File: config.mk
export PLATFORM = sky130hd
export DESIGN_NAME = raw_bayer_repacker
export DESIGN_NICKNAME = d
export VERILOG_FILES = /design/src/sv/rbr_pkg.sv /design/src/sv/rbr_cfg.sv /design/src/sv/rbr_unpack.sv /design/src/sv/rbr_outbuf.sv /design/src/sv/raw_bayer_repacker.sv
export SDC_FILE = /design/constraint.sdc
export NUM_CORES = 1
export LEC_CHECK = 0
export BUFFER_PORTS_ARGS = -buffer_cell sky130_fd_sc_hd__buf_2
export CAP_MARGIN = 30
export CORE_MARGIN = 2
export CORE_UTILIZATION = 67
export DETAILED_ROUTE_END_ITERATION = 7
export PLACE_DENSITY = 0.87
export SLEW_MARGIN = 20
export SYNTH_ARGS = -nofsm -noshare
export SYNTH_HDL_FRONTEND = slang
export SYNTH_HIERARCHICAL = 1
export SYNTH_SLANG_ARGS = --single-unit
File: constraint.sdc
create_clock -name clk -period 16.6 [get_ports clk]
set_clock_uncertainty 0.15 [all_clocks]
set_input_delay 2.49 -clock clk [delete_from_list [all_inputs] [get_ports clk]]
set_output_delay 2.49 -clock clk [all_outputs]
set_load 0.005 [all_outputs]
File: src/sv/rbr_pkg.sv
// ----------------------------------------------------------------------------
// rbr_pkg
// Types, register codes, group tables and packing helpers for the raw Bayer
// repacker.
// ----------------------------------------------------------------------------
package rbr_pkg;

    localparam int MaxWidthDefault = 16384;
    localparam int GroupMaxOut     = 6;

    localparam logic [1:0] REG_MODE       = 2'd0;
    localparam logic [1:0] REG_ROW_WIDTH  = 2'd1;
    localparam logic [1:0] REG_ROW_STRIDE = 2'd2;

    localparam logic [2:0] MODE_RAW10_PACK = 3'd0;
    localparam logic [2:0] MODE_LOOSE      = 3'd1;
    localparam logic [2:0] MODE_16_TO_10   = 3'd2;
    localparam logic [2:0] MODE_RAW10_16   = 3'd3;
    localparam logic [2:0] MODE_RAW12_PACK = 3'd4;
    localparam logic [2:0] MODE_16_TO_12   = 3'd5;
    localparam logic [2:0] MODE_16BIT      = 3'd6;

    typedef struct packed {
        logic [2:0]  mode;
        logic [14:0] row_width;
        logic [15:0] row_stride;
    } rbr_cfg_t;

    typedef logic [GroupMaxOut-1:0][15:0] rbr_vals_t;

    typedef struct packed {
        logic       valid;
        logic [2:0] count;
        logic       eor;
        rbr_vals_t  vals;
    } rbr_grp_t;

    function automatic logic [3:0] grp_in(input logic [2:0] mode);
        logic [3:0] r;
        begin
            case (mode)
                MODE_RAW10_PACK: r = 4'd5;
                MODE_LOOSE:      r = 4'd8;
                MODE_16_TO_10:   r = 4'd8;
                MODE_RAW10_16:   r = 4'd5;
                MODE_RAW12_PACK: r = 4'd3;
                MODE_16_TO_12:   r = 4'd8;
                MODE_16BIT:      r = 4'd2;
                default:         r = 4'd0;
            endcase
            return r;
        end
    endfunction

    function automatic logic [2:0] grp_pix(input logic [2:0] mode);
        logic [2:0] r;
        begin
            case (mode)
                MODE_RAW10_PACK: r = 3'd4;
                MODE_LOOSE:      r = 3'd6;
                MODE_16_TO_10:   r = 3'd4;
                MODE_RAW10_16:   r = 3'd4;
                MODE_RAW12_PACK: r = 3'd2;
                MODE_16_TO_12:   r = 3'd4;
                MODE_16BIT:      r = 3'd1;
                default:         r = 3'd0;
            endcase
            return r;
        end
    endfunction

    function automatic logic [4:0][7:0] pack10(input logic [3:0][9:0] p);
        logic [4:0][7:0] o;
        begin
            o[0] = p[0][9:2];
            o[1] = {p[0][1:0], p[1][9:4]};
            o[2] = {p[1][3:0], p[2][9:6]};
            o[3] = {p[2][5:0], p[3][9:8]};
            o[4] = p[3][7:0];
            return o;
        end
    endfunction

    function automatic logic [2:0][7:0] pack12(input logic [11:0] p0, input logic [11:0] p1);
        logic [2:0][7:0] o;
        begin
            o[0] = p0[11:4];
            o[1] = {p0[3:0], p1[11:8]};
            o[2] = p1[7:0];
            return o;
        end
    endfunction

endpackage

File: src/sv/rbr_cfg.sv
// ----------------------------------------------------------------------------
// rbr_cfg
// Configuration register bank on an APB-style port.
// ----------------------------------------------------------------------------
module rbr_cfg
    import rbr_pkg::*;
(
    input  logic        clk,
    input  logic        rst_n,
    input  logic        psel,
    input  logic        penable,
    input  logic        pwrite,
    input  logic [3:0]  paddr,
    input  logic [31:0] pwdata,
    output logic [31:0] prdata,
    output logic        pready,
    output rbr_cfg_t    cfg
);

    rbr_cfg_t   cfg_reg;
    rbr_cfg_t   cfg_next;
    logic       wr_en;
    logic [1:0] idx;

    assign pready = 1'b1;
    assign wr_en  = psel && penable && pwrite;
    assign idx    = paddr[3:2];
    assign cfg    = cfg_reg;

    always_comb
    begin
        cfg_next = cfg_reg;
        if (wr_en)
        begin
            case (idx)
                REG_MODE:       cfg_next.mode       = pwdata[2:0];
                REG_ROW_WIDTH:  cfg_next.row_width  = pwdata[14:0];
                REG_ROW_STRIDE: cfg_next.row_stride = pwdata[15:0];
                default:        cfg_next = cfg_reg;
            endcase
        end
    end

    always_comb
    begin
        case (idx)
            REG_MODE:       prdata = {29'd0, cfg_reg.mode};
            REG_ROW_WIDTH:  prdata = {17'd0, cfg_reg.row_width};
            REG_ROW_STRIDE: prdata = {16'd0, cfg_reg.row_stride};
            default:        prdata = 32'd0;
        endcase
    end

    always_ff @(posedge clk or negedge rst_n)
    begin
        if (!rst_n)
        begin
            cfg_reg.mode       <= MODE_RAW10_PACK;
            cfg_reg.row_width  <= 15'd4096;
            cfg_reg.row_stride <= 16'd5120;
        end
        else
        begin
            cfg_reg <= cfg_next;
        end
    end

endmodule

File: src/sv/rbr_unpack.sv
// ----------------------------------------------------------------------------
// rbr_unpack
// Group collector, row tracking and single-pass group repacking.
// ----------------------------------------------------------------------------
module rbr_unpack
    import rbr_pkg::*;
#(
    parameter int MAX_WIDTH = MaxWidthDefault
)
(
    input  logic       clk,
    input  logic       rst_n,
    input  rbr_cfg_t   cfg,
    input  logic       in_valid,
    input  logic [7:0] in_byte,
    output logic       in_ready,
    input  logic       buf_free,
    output rbr_grp_t   grp
);

    localparam logic [15:0] MaxW = 16'(MAX_WIDTH);

    logic [7:0]      bytes_reg [8];
    logic [3:0]      fill_reg;
    logic [3:0]      fill_next;
    logic [15:0]     bpos_reg;
    logic [15:0]     bpos_next;
    logic [14:0]     ppos_reg;
    logic [14:0]     ppos_next;

    logic [14:0]     w;
    logic [3:0]      gin;
    logic [2:0]      gpx;
    logic            active;
    logic            completes;
    logic            accept;
    logic [4:0]      fill_inc;
    logic [15:0]     ppos_sum;
    logic [14:0]     avail;
    logic [7:0][7:0] gb;
    logic [3:0][9:0] p10;
    logic [3:0][9:0] p16;
    logic [4:0][7:0] o10;
    logic [4:0][7:0] o16;
    logic [2:0][7:0] o12;
    logic [2:0][7:0] o12a;
    logic [2:0][7:0] o12b;
    logic [63:0]     loose;
    rbr_vals_t       vals;
    logic [2:0]      count;

    assign w        = ({1'b0, cfg.row_width} < MaxW) ? cfg.row_width : MaxW[14:0];
    assign gin      = grp_in(cfg.mode);
    assign gpx      = grp_pix(cfg.mode);
    assign active   = (gin != 4'd0) && (ppos_reg < w);
    assign fill_inc = {1'b0, fill_reg} + 5'd1;
    assign completes = active && (fill_inc >= {1'b0, gin});
    assign in_ready = !completes || buf_free;
    assign accept   = in_valid && in_ready;
    assign ppos_sum = {1'b0, ppos_reg} + {13'd0, gpx};
    assign avail    = w - ppos_reg;

    always_comb
    begin
        for (int i = 0; i < 8; i++)
        begin
            gb[i] = bytes_reg[i];
        end
        gb[fill_reg[2:0]] = in_byte;
        for (int i = 0; i < 4; i++)
        begin
            p10[i] = {gb[i], gb[4][2*i +: 2]};
            p16[i] = {gb[2*i+1][1:0], gb[2*i]};
        end
        loose = gb;
        o10   = pack10(p10);
        o16   = pack10(p16);
        o12   = pack12({gb[0], gb[2][3:0]}, {gb[1], gb[2][7:4]});
        o12a  = pack12({gb[1][3:0], gb[0]}, {gb[3][3:0], gb[2]});
        o12b  = pack12({gb[5][3:0], gb[4]}, {gb[7][3:0], gb[6]});
    end

    always_comb
    begin
        vals  = '0;
        count = 3'd0;
        case (cfg.mode)
            MODE_RAW10_PACK:
            begin
                for (int k = 0; k < 5; k++)
                begin
                    vals[k] = {8'd0, o10[k]};
                end
                count = 3'd5;
            end
            MODE_LOOSE:
            begin
                for (int k = 0; k < 6; k++)
                begin
                    vals[k] = {6'd0, loose[10*k +: 10]};
                end
                count = (avail >= 15'd6) ? 3'd6 : avail[2:0];
            end
            MODE_16_TO_10:
            begin
                for (int k = 0; k < 5; k++)
                begin
                    vals[k] = {8'd0, o16[k]};
                end
                count = 3'd5;
            end
            MODE_RAW10_16:
            begin
                for (int k = 0; k < 4; k++)
                begin
                    vals[k] = {6'd0, p10[k]};
                end
                count = (avail >= 15'd4) ? 3'd4 : avail[2:0];
            end
            MODE_RAW12_PACK:
            begin
                for (int k = 0; k < 3; k++)
                begin
                    vals[k] = {8'd0, o12[k]};
                end
                count = 3'd3;
            end
            MODE_16_TO_12:
            begin
                for (int k = 0; k < 3; k++)
                begin
                    vals[k]   = {8'd0, o12a[k]};
                    vals[k+3] = {8'd0, o12b[k]};
                end
                count = 3'd6;
            end
            MODE_16BIT:
            begin
                vals[0] = {gb[1], gb[0]};
                count   = 3'd1;
            end
            default:
            begin
                vals  = '0;
                count = 3'd0;
            end
        endcase
    end

    always_comb
    begin
        fill_next = fill_reg;
        ppos_next = ppos_reg;
        bpos_next = bpos_reg;
        grp.valid = 1'b0;
        grp.count = count;
        grp.eor   = 1'b0;
        grp.vals  = vals;
        if (accept)
        begin
            if (active)
            begin
                if (completes)
                begin
                    fill_next = 4'd0;
                    grp.valid = (count != 3'd0);
                    if (ppos_sum >= {1'b0, w})
                    begin
                        grp.eor   = 1'b1;
                        ppos_next = w;
                    end
                    else
                    begin
                        ppos_next = ppos_sum[14:0];
                    end
                end
                else
                begin
                    fill_next = fill_inc[3:0];
                end
            end
            if (bpos_reg == (cfg.row_stride - 16'd1))
            begin
                bpos_next = 16'd0;
                fill_next = 4'd0;
                ppos_next = 15'd0;
            end
            else
            begin
                bpos_next = bpos_reg + 16'd1;
            end
        end
    end

    always_ff @(posedge clk)
    begin
        if (accept && active)
        begin
            bytes_reg[fill_reg[2:0]] <= in_byte;
        end
    end

    always_ff @(posedge clk or negedge rst_n)
    begin
        if (!rst_n)
        begin
            fill_reg <= 4'd0;
            bpos_reg <= 16'd0;
            ppos_reg <= 15'd0;
        end
        else
        begin
            fill_reg <= fill_next;
            bpos_reg <= bpos_next;
            ppos_reg <= ppos_next;
        end
    end

    a_fill_in_store: assert property (@(posedge clk) disable iff (!rst_n)
        fill_reg[3] == 1'b0)
        else $error("group fill beyond store depth");

endmodule

File: src/sv/rbr_outbuf.sv
// ----------------------------------------------------------------------------
// rbr_outbuf
// Result register bank: holds one repacked group and hands it out one
// transfer at a time.
// ----------------------------------------------------------------------------
module rbr_outbuf
    import rbr_pkg::*;
(
    input  logic        clk,
    input  logic        rst_n,
    input  rbr_grp_t    grp,
    output logic        buf_free,
    output logic        out_valid,
    input  logic        out_ready,
    output logic [15:0] out_value,
    output logic        out_eor,
    output logic        out_last
);

    rbr_vals_t  vals_reg;
    rbr_vals_t  vals_next;
    logic [2:0] cnt_reg;
    logic [2:0] cnt_next;
    logic       eor_reg;
    logic       eor_next;
    logic       pop;

    assign out_valid = (cnt_reg != 3'd0);
    assign pop       = out_valid && out_ready;
    assign buf_free  = (cnt_reg == 3'd0) || ((cnt_reg == 3'd1) && out_ready);
    assign out_value = vals_reg[0];
    assign out_last  = (cnt_reg == 3'd1);
    assign out_eor   = out_last && eor_reg;

    always_comb
    begin
        vals_next = vals_reg;
        cnt_next  = cnt_reg;
        eor_next  = eor_reg;
        if (grp.valid)
        begin
            vals_next = grp.vals;
            cnt_next  = grp.count;
            eor_next  = grp.eor;
        end
        else if (pop)
        begin
            for (int i = 0; i < GroupMaxOut - 1; i++)
            begin
                vals_next[i] = vals_reg[i+1];
            end
            cnt_next = cnt_reg - 3'd1;
        end
    end

    always_ff @(posedge clk)
    begin
        vals_reg <= vals_next;
        eor_reg  <= eor_next;
    end

    always_ff @(posedge clk or negedge rst_n)
    begin
        if (!rst_n)
        begin
            cnt_reg <= 3'd0;
        end
        else
        begin
            cnt_reg <= cnt_next;
        end
    end

    a_cnt_range: assert property (@(posedge clk) disable iff (!rst_n)
        cnt_reg <= 3'd6)
        else $error("result count out of range");

    a_load_free: assert property (@(posedge clk) disable iff (!rst_n)
        grp.valid |-> buf_free)
        else $error("group loaded over pending results");

    a_drain: assert property (@(posedge clk) disable iff (!rst_n)
        (pop && !grp.valid) |=> (cnt_reg == $past(cnt_reg) - 3'd1))
        else $error("result count did not advance");

endmodule

File: src/sv/raw_bayer_repacker.sv
// ----------------------------------------------------------------------------
// raw_bayer_repacker
// Raw sensor byte stream repacker: RAW10/RAW12/loose/16-bit unpack and pack.
// ----------------------------------------------------------------------------
// One input byte is taken per cycle. A byte that completes a group (2 to 8
// bytes, by mode) loads up to six results into the result register bank in
// the same edge; the bank drains one transfer per cycle while m_tready is high.
// A completing byte waits while two or more results are pending, or one is
// pending and not taken, so with m_tready high the rate is one byte per cycle.
// Bytes past the row width up to the row stride are skipped with no output.
module raw_bayer_repacker
    import rbr_pkg::*;
#(
    parameter int MAX_WIDTH = MaxWidthDefault
)
(
    input  logic        clk,
    input  logic        rst_n,
    input  logic        psel,
    input  logic        penable,
    input  logic        pwrite,
    input  logic [3:0]  paddr,
    input  logic [31:0] pwdata,
    output logic [31:0] prdata,
    output logic        pready,
    input  logic        s_tvalid,
    output logic        s_tready,
    input  logic [7:0]  s_tdata,   // [7:0] in_byte
    output logic        m_tvalid,
    input  logic        m_tready,
    output logic [15:0] m_tdata,   // [15:0] out_value
    output logic        m_tlast,   // end_of_row
    output logic [0:0]  m_tuser    // [0] last_of_run
);

    rbr_cfg_t cfg;
    rbr_grp_t grp;
    logic     buf_free;
    logic     last;

    rbr_cfg u_cfg (
        .clk     (clk),
        .rst_n   (rst_n),
        .psel    (psel),
        .penable (penable),
        .pwrite  (pwrite),
        .paddr   (paddr),
        .pwdata  (pwdata),
        .prdata  (prdata),
        .pready  (pready),
        .cfg     (cfg)
    );

    rbr_unpack #(
        .MAX_WIDTH (MAX_WIDTH)
    ) u_unpack (
        .clk      (clk),
        .rst_n    (rst_n),
        .cfg      (cfg),
        .in_valid (s_tvalid),
        .in_byte  (s_tdata),
        .in_ready (s_tready),
        .buf_free (buf_free),
        .grp      (grp)
    );

    rbr_outbuf u_outbuf (
        .clk       (clk),
        .rst_n     (rst_n),
        .grp       (grp),
        .buf_free  (buf_free),
        .out_valid (m_tvalid),
        .out_ready (m_tready),
        .out_value (m_tdata),
        .out_eor   (m_tlast),
        .out_last  (last)
    );

    assign m_tuser = last;

endmodule

== After elaboration in Yosys (flattened, before gate mapping) ==
Memories as Yosys holds them, arrays and structs flattened.
Index checks and enable logic that the tools add are counted.
Cells by class
  $add $sub $neg: 6
  order comparisons: 8
  eq/ne operators: 10
  multiplexer cells: 33
  reduce and logical (&&, ||, !) cells: 33
Operators by type and width (number)
  80-bit 2-to-1 mux: 2
  26-bit case mux with 6 select lines: 1
  16-bit case mux with 6 select lines: 1
  15-bit 2-to-1 mux: 5
  64-bit bitwise mux: 1
  10-bit case mux with 5 select lines: 1
  16-bit case mux with 3 select lines: 1
  10-bit case mux with 4 select lines: 1
  15-bit by 3-bit greater-or-equal comparator with 1-bit output (second input constant): 2
  8-bit demux with 3-bit select: 1
  10-bit case mux with 2 select lines: 1
  3-bit case mux with 6 select lines: 1
  15-bit by 3-bit adder with 16-bit output: 1
  16-bit by 1-bit adder with 16-bit output (second input constant): 1
  16-bit == test: 1
  16-bit by 15-bit greater-or-equal comparator with 1-bit output: 1
  16-bit 2-to-1 mux: 1
  4-bit case mux with 4 select lines: 1
  16-bit by 1-bit subtractor with 16-bit output (second input constant): 1
  15-bit < comparator: 1
  15-bit < comparator (second input constant): 1
  15-bit subtractor: 1
  3-bit 2-to-1 mux: 4
  4-bit 2-to-1 mux: 3
  26 further kinds: 55
Storage, ports and cells
  flip-flop bits (word level): 169
  RAM bits: 64
  output and inout bits: 53
  memories: 1
Memories
  u_unpack.bytes_reg: depth 8, bits a word 8, rd ports 8, clocked after memory_dff 0, wr ports 1, line rbr_unpack.sv:23  | logic [7:0] bytes_reg [8];

== Depth between registers and ports, before layout ==
  depth after elaboration: 12
  gate-level depth with buffers: 23
  gate-level depth less buffers: 20

== Hierarchy ==
Netlist, hierarchy kept.
By module, submodules not included
  rbr_unpack: instances 1, cells each 1055, area each 8936.1 sq um, seq. area each 2677.6 sq um
  rbr_outbuf: instances 1, cells each 230, area each 4252.8 sq um, seq. area each 2987.9 sq um
  rbr_cfg: instances 1, cells each 121, area each 1681.6 sq um, seq. area each 854.6 sq um

== Worst setup path after synthesis ==
No wires, ideal clock.
  path kind: input port to flip-flop
  start: in m_tready
  end: reg u_outbuf.vals_reg, in the netlist u_outbuf/out_value[0], enable pin
  setup time: 452 ps
  data arrival time: 6911 ps
  required time: 15998 ps
  slack: 9087 ps
  cell stages on the path: 11
  path buffers: 3
  cell sequence: nand2_1 nand2_1 o21ai_0 a211o_1 or2_2 o21bai_1 o22ai_1 buf_6 buf_6 buf_6 nand2b_1
RTL lines
  start, declared: line raw_bayer_repacker.sv:30  | input logic m_tready,
  end signal, assigned: line rbr_outbuf.sv:58  | vals_reg <= vals_next;
  end, declared: line rbr_outbuf.sv:20  | rbr_vals_t vals_reg;

== Worst setup path in the final report ==
  start: reg u_cfg.cfg_reg, in the netlist u_cfg/cfg[31]
  end: out s_tready
On the way
  cells in the longest elaborated chain, start to end: 8
  elaborated cells on any way between the ends: 16
Ends and longest elaborated chain
  start, declared: line rbr_cfg.sv:20  | rbr_cfg_t cfg_reg;
  start signal, assigned: line rbr_cfg.sv:64  | cfg_reg <= cfg_next;
  3-bit by 2-bit == test with 1-bit output (tied with other cells): line rbr_pkg.sv:41  | case (mode)
  3-bit OR reduction (no line) or 2-bit OR reduction (tied branches)
  4-bit case mux with 4 select lines *: line rbr_pkg.sv:41
  parallel branches: the longest is 2 deep, another holds 5-bit by 4-bit greater-or-equal comparator with 1-bit output
  1-bit logical AND *: line rbr_unpack.sv:57  | assign completes = active && (fill_inc >= {1'b0, gin});
  1-bit logical NOT *: line rbr_unpack.sv:58  | assign in_ready = !completes || buf_free;
  1-bit logical OR *: line rbr_unpack.sv:58
  end, declared: line raw_bayer_repacker.sv:27  | output logic s_tready,
Mark *: on every way between the ends.

==> summary by stage <==
Drt
The average wire length per cell after detail routing is 21.3 um. The final route contains 11,600 vias. The first detailed-routing pass ran for 8 iterations. The detail route stage leaves a number of antenna-violating nets equal to 0.

For this block, the initial DRC count from the detailed router was 1,536. In the routed layout, each cell is associated on average with a via count of 6.77. The total detailed-routing wirelength is 36,500 um.

The DRC violation count after routing is 2.

Critical path
The cell class contributing the biggest share of worst-path delay is simple AND/OR/NAND/NOR gates. The critical path in this run is classified as reg -> out. The largest single stage delay on the critical path is 0.72 ns.

The worst register-to-register path begins at u_cfg/cfg[31]. Setup slack on the worst reg-to-reg path comes out at 9.24 ns. The endpoint identified for the worst register-to-register timing path is u_outbuf/vals_reg[57]. The critical path crosses 15 cells after its start point. STA classifies the critical path endpoint as an output port.

The kind of start point of the critical path is a flop. The worst path required time is 13.96 ns. The worst register-to-register path has a depth of 19. The maximum fanout along the worst path is 43. The critical path goes through buf_4 > clkinv_1 > buf_4 > nor2_1 > nand2_1 > o21ai_0 > ha_1 > nand2b_1 > a21o_1 > a21o_1 > a21oi_1 > or2_2 > a211oi_4 > inv_2 > buf_2.

The timing startpoint of the critical path is u_cfg/cfg[31]. The number of buffers and inverters on the critical path is 5. Among all stages on the critical path, the largest delay is contributed by sky130_fd_sc_hd__nor2_1.

The signal arrival time at the worst endpoint is 5.19 ns. The last element of the critical path is s_tready.

Final layout
For this run, the post-layout net count is 1,502. The cell area after layout is 0.0159 sq mm. Relative to the synthesized area, the layout overhead comes to 7.19%. The share of layout cells above drive strength 1 is 19.6%. The antenna cell count is 0. The flip-flop count of the largest register after layout is 80. The layout has 1,449 filler cells.

Timing
The post-route setup TNS is 0 ns. The final number of max-transition violations was 0. The final worst-path cycle share is 47.2%. The worst slew slack as a fraction of its limit is 29.8%. The achievable frequency is 0.128 GHz.

The count of endpoints failing hold in the final timing report is 0. The final critical-path required period is 7.83 ns. The final setup violation count is 0.

At the pin with the least slew margin, the transition time is 1.05 ns. Setup repair after global routing left no endpoint under its margin.

Global route
The maximum number of pins on one net before global-route repair is 75. The number of antenna violations at the first check in global routing is 0. The global router's overall resource usage is 30.2%.

The first global-routing pass estimated 58,200 um of wire. The via count of the first global-routing pass is 11,000. Global routing finished with a remaining overflow of 0.

Synth
For this run, the number of Yosys warnings is 6. The post-synthesis sequential element count is 229. Sequential elements use 43.8% of the synthesized area.

The count of flip-flops with a built-in enable after synthesis is 157. Synthesis instantiated 95 different standard cells from the library. The area of the mapped netlist is 0.0149 sq mm. The synthesized area per cell is 10.6 sq um. In the synthesized netlist the dominant register cell turns out to be sky130_fd_sc_hd__edfxtp_1. Sorting the synthesized cells by area gives the leading types as sky130_fd_sc_hd__edfxtp_1 32%, sky130_fd_sc_hd__dfrtp_1 12%, sky130_fd_sc_hd__mux2_2 8.3%, sky130_fd_sc_hd__mux2i_1 5.3%, sky130_fd_sc_hd__buf_4 3.3%.

The synthesized design spends more area on one cell type than any other, namely sky130_fd_sc_hd__edfxtp_1. Synthesis produced a netlist whose cell count is 1,406. In the synthesized netlist the async set-or-reset flop fraction comes to 31.4%. Of the post-synthesis cell area, the dominant cell type holds 31.7%.

Die
The total I/O pin count is 104. The placeable core region is 0.0218 sq mm. The full die area is 0.0234 sq mm. The initial core utilization is 68.1%. In this run the vertical extent of the chip is 153 um. The placement row count is 54. The width of the chip is 153 um.

Worst hold path
The class of the most critical hold timing path is reg -> reg.

Pwr
Across the VDD grid, the largest voltage drop is 117 uV. The switching power is 1230 uW. Net switching is 39.3% of the power. The internal power of the cells totals 1900 uW. The fraction of power consumed by the clock network is 18.8%. Combinational cells account for 48.0% of the total power. In this run the power density over the cells is 197 mW/mm^2. The leakage power is 0.00649 uW.

The sequential power share is 33.1%.

Clock tree
The root buffer cell is sky130_fd_sc_hd__clkbuf_16. The CTS sink count is 229. The buffer count from post-CTS setup fixing is 0. The CTS tree is yes.

After clock tree synthesis, the clock-pin slew on the worst setup and hold paths is 0.06 ns. In this run the number of H-tree levels came out at 1. For this design, the CTS-stage hold fixing added 0 buffers. The number of instances resized during post-cts repair is 0. In this run the deepest clock path goes through 3 buffers. The later pin in the worst-skew pair is clocked with a latency of 0.53 ns. The number of CTS-inserted buffers is 24.

Placed design
The final estimated routing congestion in global placement is 0.925. Input and output buffers added on the ports amount to 68. The wire-length estimate of the detail-placed layout is 23,900 um. Once placement finished, the instance area stood at 0.0150 sq mm.

Outcome
The checks that failed: design-rule violations. The run finished, with violations left.

Run
Across the run, the number of max-cap violations was 0.
==> cells by family after synthesis <==
family / synth area share, %
adders and majority gates: 3.30
muxes: 15.3
buffers and inverters: 7.19
and+or+nand+nor: 13.0
DFF: 43.8
other: 0.0757
xor gates and xnor gates: 2.88
AOI/OAI and AO/OA: 14.4
==> synthesized netlist by cell type, types with 15 or more instances <==
| cell | instances |
|---|---|
| sky130_fd_sc_hd__nor3_1 | 18 |
| sky130_fd_sc_hd__nand2_1 | 82 |
| sky130_fd_sc_hd__o21ai_0 | 57 |
| sky130_fd_sc_hd__a21oi_1 | 44 |
| sky130_fd_sc_hd__o221ai_1 | 18 |
| sky130_fd_sc_hd__inv_1 | 48 |
| sky130_fd_sc_hd__nor2_1 | 114 |
| sky130_fd_sc_hd__mux2_2 | 109 |
| sky130_fd_sc_hd__xnor2_1 | 33 |
| sky130_fd_sc_hd__a31oi_1 | 20 |
| sky130_fd_sc_hd__mux2i_1 | 78 |
| sky130_fd_sc_hd__buf_4 | 66 |
| sky130_fd_sc_hd__o22ai_1 | 52 |
| sky130_fd_sc_hd__nand2b_1 | 19 |
| sky130_fd_sc_hd__mux2_4 | 16 |
| sky130_fd_sc_hd__a22o_1 | 15 |
| sky130_fd_sc_hd__edfxtp_1 | 157 |
| sky130_fd_sc_hd__dfrtp_1 | 69 |
| sky130_fd_sc_hd__nand3_1 | 32 |
| sky130_fd_sc_hd__nor2b_1 | 19 |
| sky130_fd_sc_hd__and3_1 | 16 |
| sky130_fd_sc_hd__clkbuf_1 | 47 |
| sky130_fd_sc_hd__ha_1 | 36 |
| sky130_fd_sc_hd__o22a_1 | 15 |
==> worst min path at each step <==
stage / cells past startpoint / slack (ns) / end / start
5_1_grt: 2 / 0.37 / u_unpack/ppos_reg[14] / u_unpack/ppos_reg[14]
6_report: 2 / 0.35 / u_unpack/ppos_reg[14] / u_unpack/ppos_reg[14]
3_5_place_dp: 2 / 0.33 / u_unpack/ppos_reg[14] / u_unpack/ppos_reg[14]
2_1_floorplan: 2 / 0.31 / u_unpack/ppos_reg[11] / u_unpack/ppos_reg[11]
3_3_place_gp: 2 / 0.32 / u_unpack/ppos_reg[11] / u_unpack/ppos_reg[11]
4_1_cts: 2 / 0.34 / u_unpack/ppos_reg[14] / u_unpack/ppos_reg[14]
==> worst reg2reg max path, cell delays in order (launching register included) <==
cell,delay [ns]
sky130_fd_sc_hd__dfrtp_1,0.33
sky130_fd_sc_hd__buf_4,0.39
sky130_fd_sc_hd__clkinv_1,0.16
sky130_fd_sc_hd__buf_4,0.28
sky130_fd_sc_hd__nor2_1,0.72
sky130_fd_sc_hd__nand2_1,0.72
sky130_fd_sc_hd__o21ai_0,0.25
sky130_fd_sc_hd__ha_1,0.26
sky130_fd_sc_hd__nand2b_1,0.14
sky130_fd_sc_hd__a21o_1,0.17
sky130_fd_sc_hd__a21o_1,0.18
sky130_fd_sc_hd__a21oi_1,0.42
sky130_fd_sc_hd__o21ai_0,0.16
sky130_fd_sc_hd__a211o_1,0.39
sky130_fd_sc_hd__or2_2,0.38
sky130_fd_sc_hd__o21bai_1,0.21
sky130_fd_sc_hd__o22ai_4,0.49
sky130_fd_sc_hd__buf_4,0.57
sky130_fd_sc_hd__buf_16,0.32
sky130_fd_sc_hd__mux2_2,0.43
==> layout by cell type, fill, tap and decap left out, types with 18 or more instances in the layout <==
master	count
sky130_fd_sc_hd__a31oi_1	20
sky130_fd_sc_hd__mux2i_1	78
sky130_fd_sc_hd__o21ai_0	57
sky130_fd_sc_hd__nand3_1	32
sky130_fd_sc_hd__clkbuf_16	25
sky130_fd_sc_hd__nand2b_1	18
sky130_fd_sc_hd__xnor2_1	33
sky130_fd_sc_hd__dfrtp_1	68
sky130_fd_sc_hd__mux2_2	109
sky130_fd_sc_hd__nor2_1	113
sky130_fd_sc_hd__o221ai_1	18
sky130_fd_sc_hd__a21oi_1	44
sky130_fd_sc_hd__edfxtp_1	157
sky130_fd_sc_hd__nor2b_1	19
sky130_fd_sc_hd__conb_1	47
sky130_fd_sc_hd__inv_1	48
sky130_fd_sc_hd__ha_1	36
sky130_fd_sc_hd__nand2_1	82
sky130_fd_sc_hd__o22ai_1	51
sky130_fd_sc_hd__buf_2	67
==> layout make-up <==
cell class / instances / area, sq um / share of cell area [%]
sequential: 229 / 6520 / 40.9
clock buffer: 29 / 651 / 4.08
multi-input combinational: 1025 / 7490 / 47.0
tap: 280 / 350 / 2.20
timing repair buffer: 82 / 515 / 3.23
inverter: 52 / 195 / 1.22
clock inverter: 15 / 220 / 1.38
==> stage by stage <==
stage | util (%) | setup WS (ns) | hold WS [ns] | instances | total power, uW
after global placement | 68.5 | 9.68 | 0.318 | 1663 | 2410
final | 73.0 | 8.77 | 0.347 | 1712 | 3140
after global routing | 73.0 | 8.64 | 0.366 | 1712 | 3310
after CTS | 72.8 | 8.98 | 0.341 | 1710 | 3100
after floorplan | - | 9.09 | 0.306 | 1450 | 2170
after detailed placement | 68.9 | 9.75 | 0.327 | 1666 | 2490
==> metal layers <==
| layer | wire length, um | up-vias | global-route usage [%] |
|---|---|---|---|
| met5 | 0 | - | 0 |
| met4 | 1150 | 0 | 8.60 |
| met3 | 3240 | 130 | 4.65 |
| met2 | 16900 | 694 | 48.5 |
| met1 | 15200 | 5603 | 43.3 |
| li1 | - | 5171 | - |
==> power by group through the flow <==
stage	clock network (uW)	logic, uW	registers, uW
floorplan	0	1180	988
global placement	0	1380	1030
detailed placement	0	1450	1040
CTS	596	1470	1040
global route	618	1630	1060
finish	590	1510	1040
Note: power is estimated with default switching activity, not from simulation.
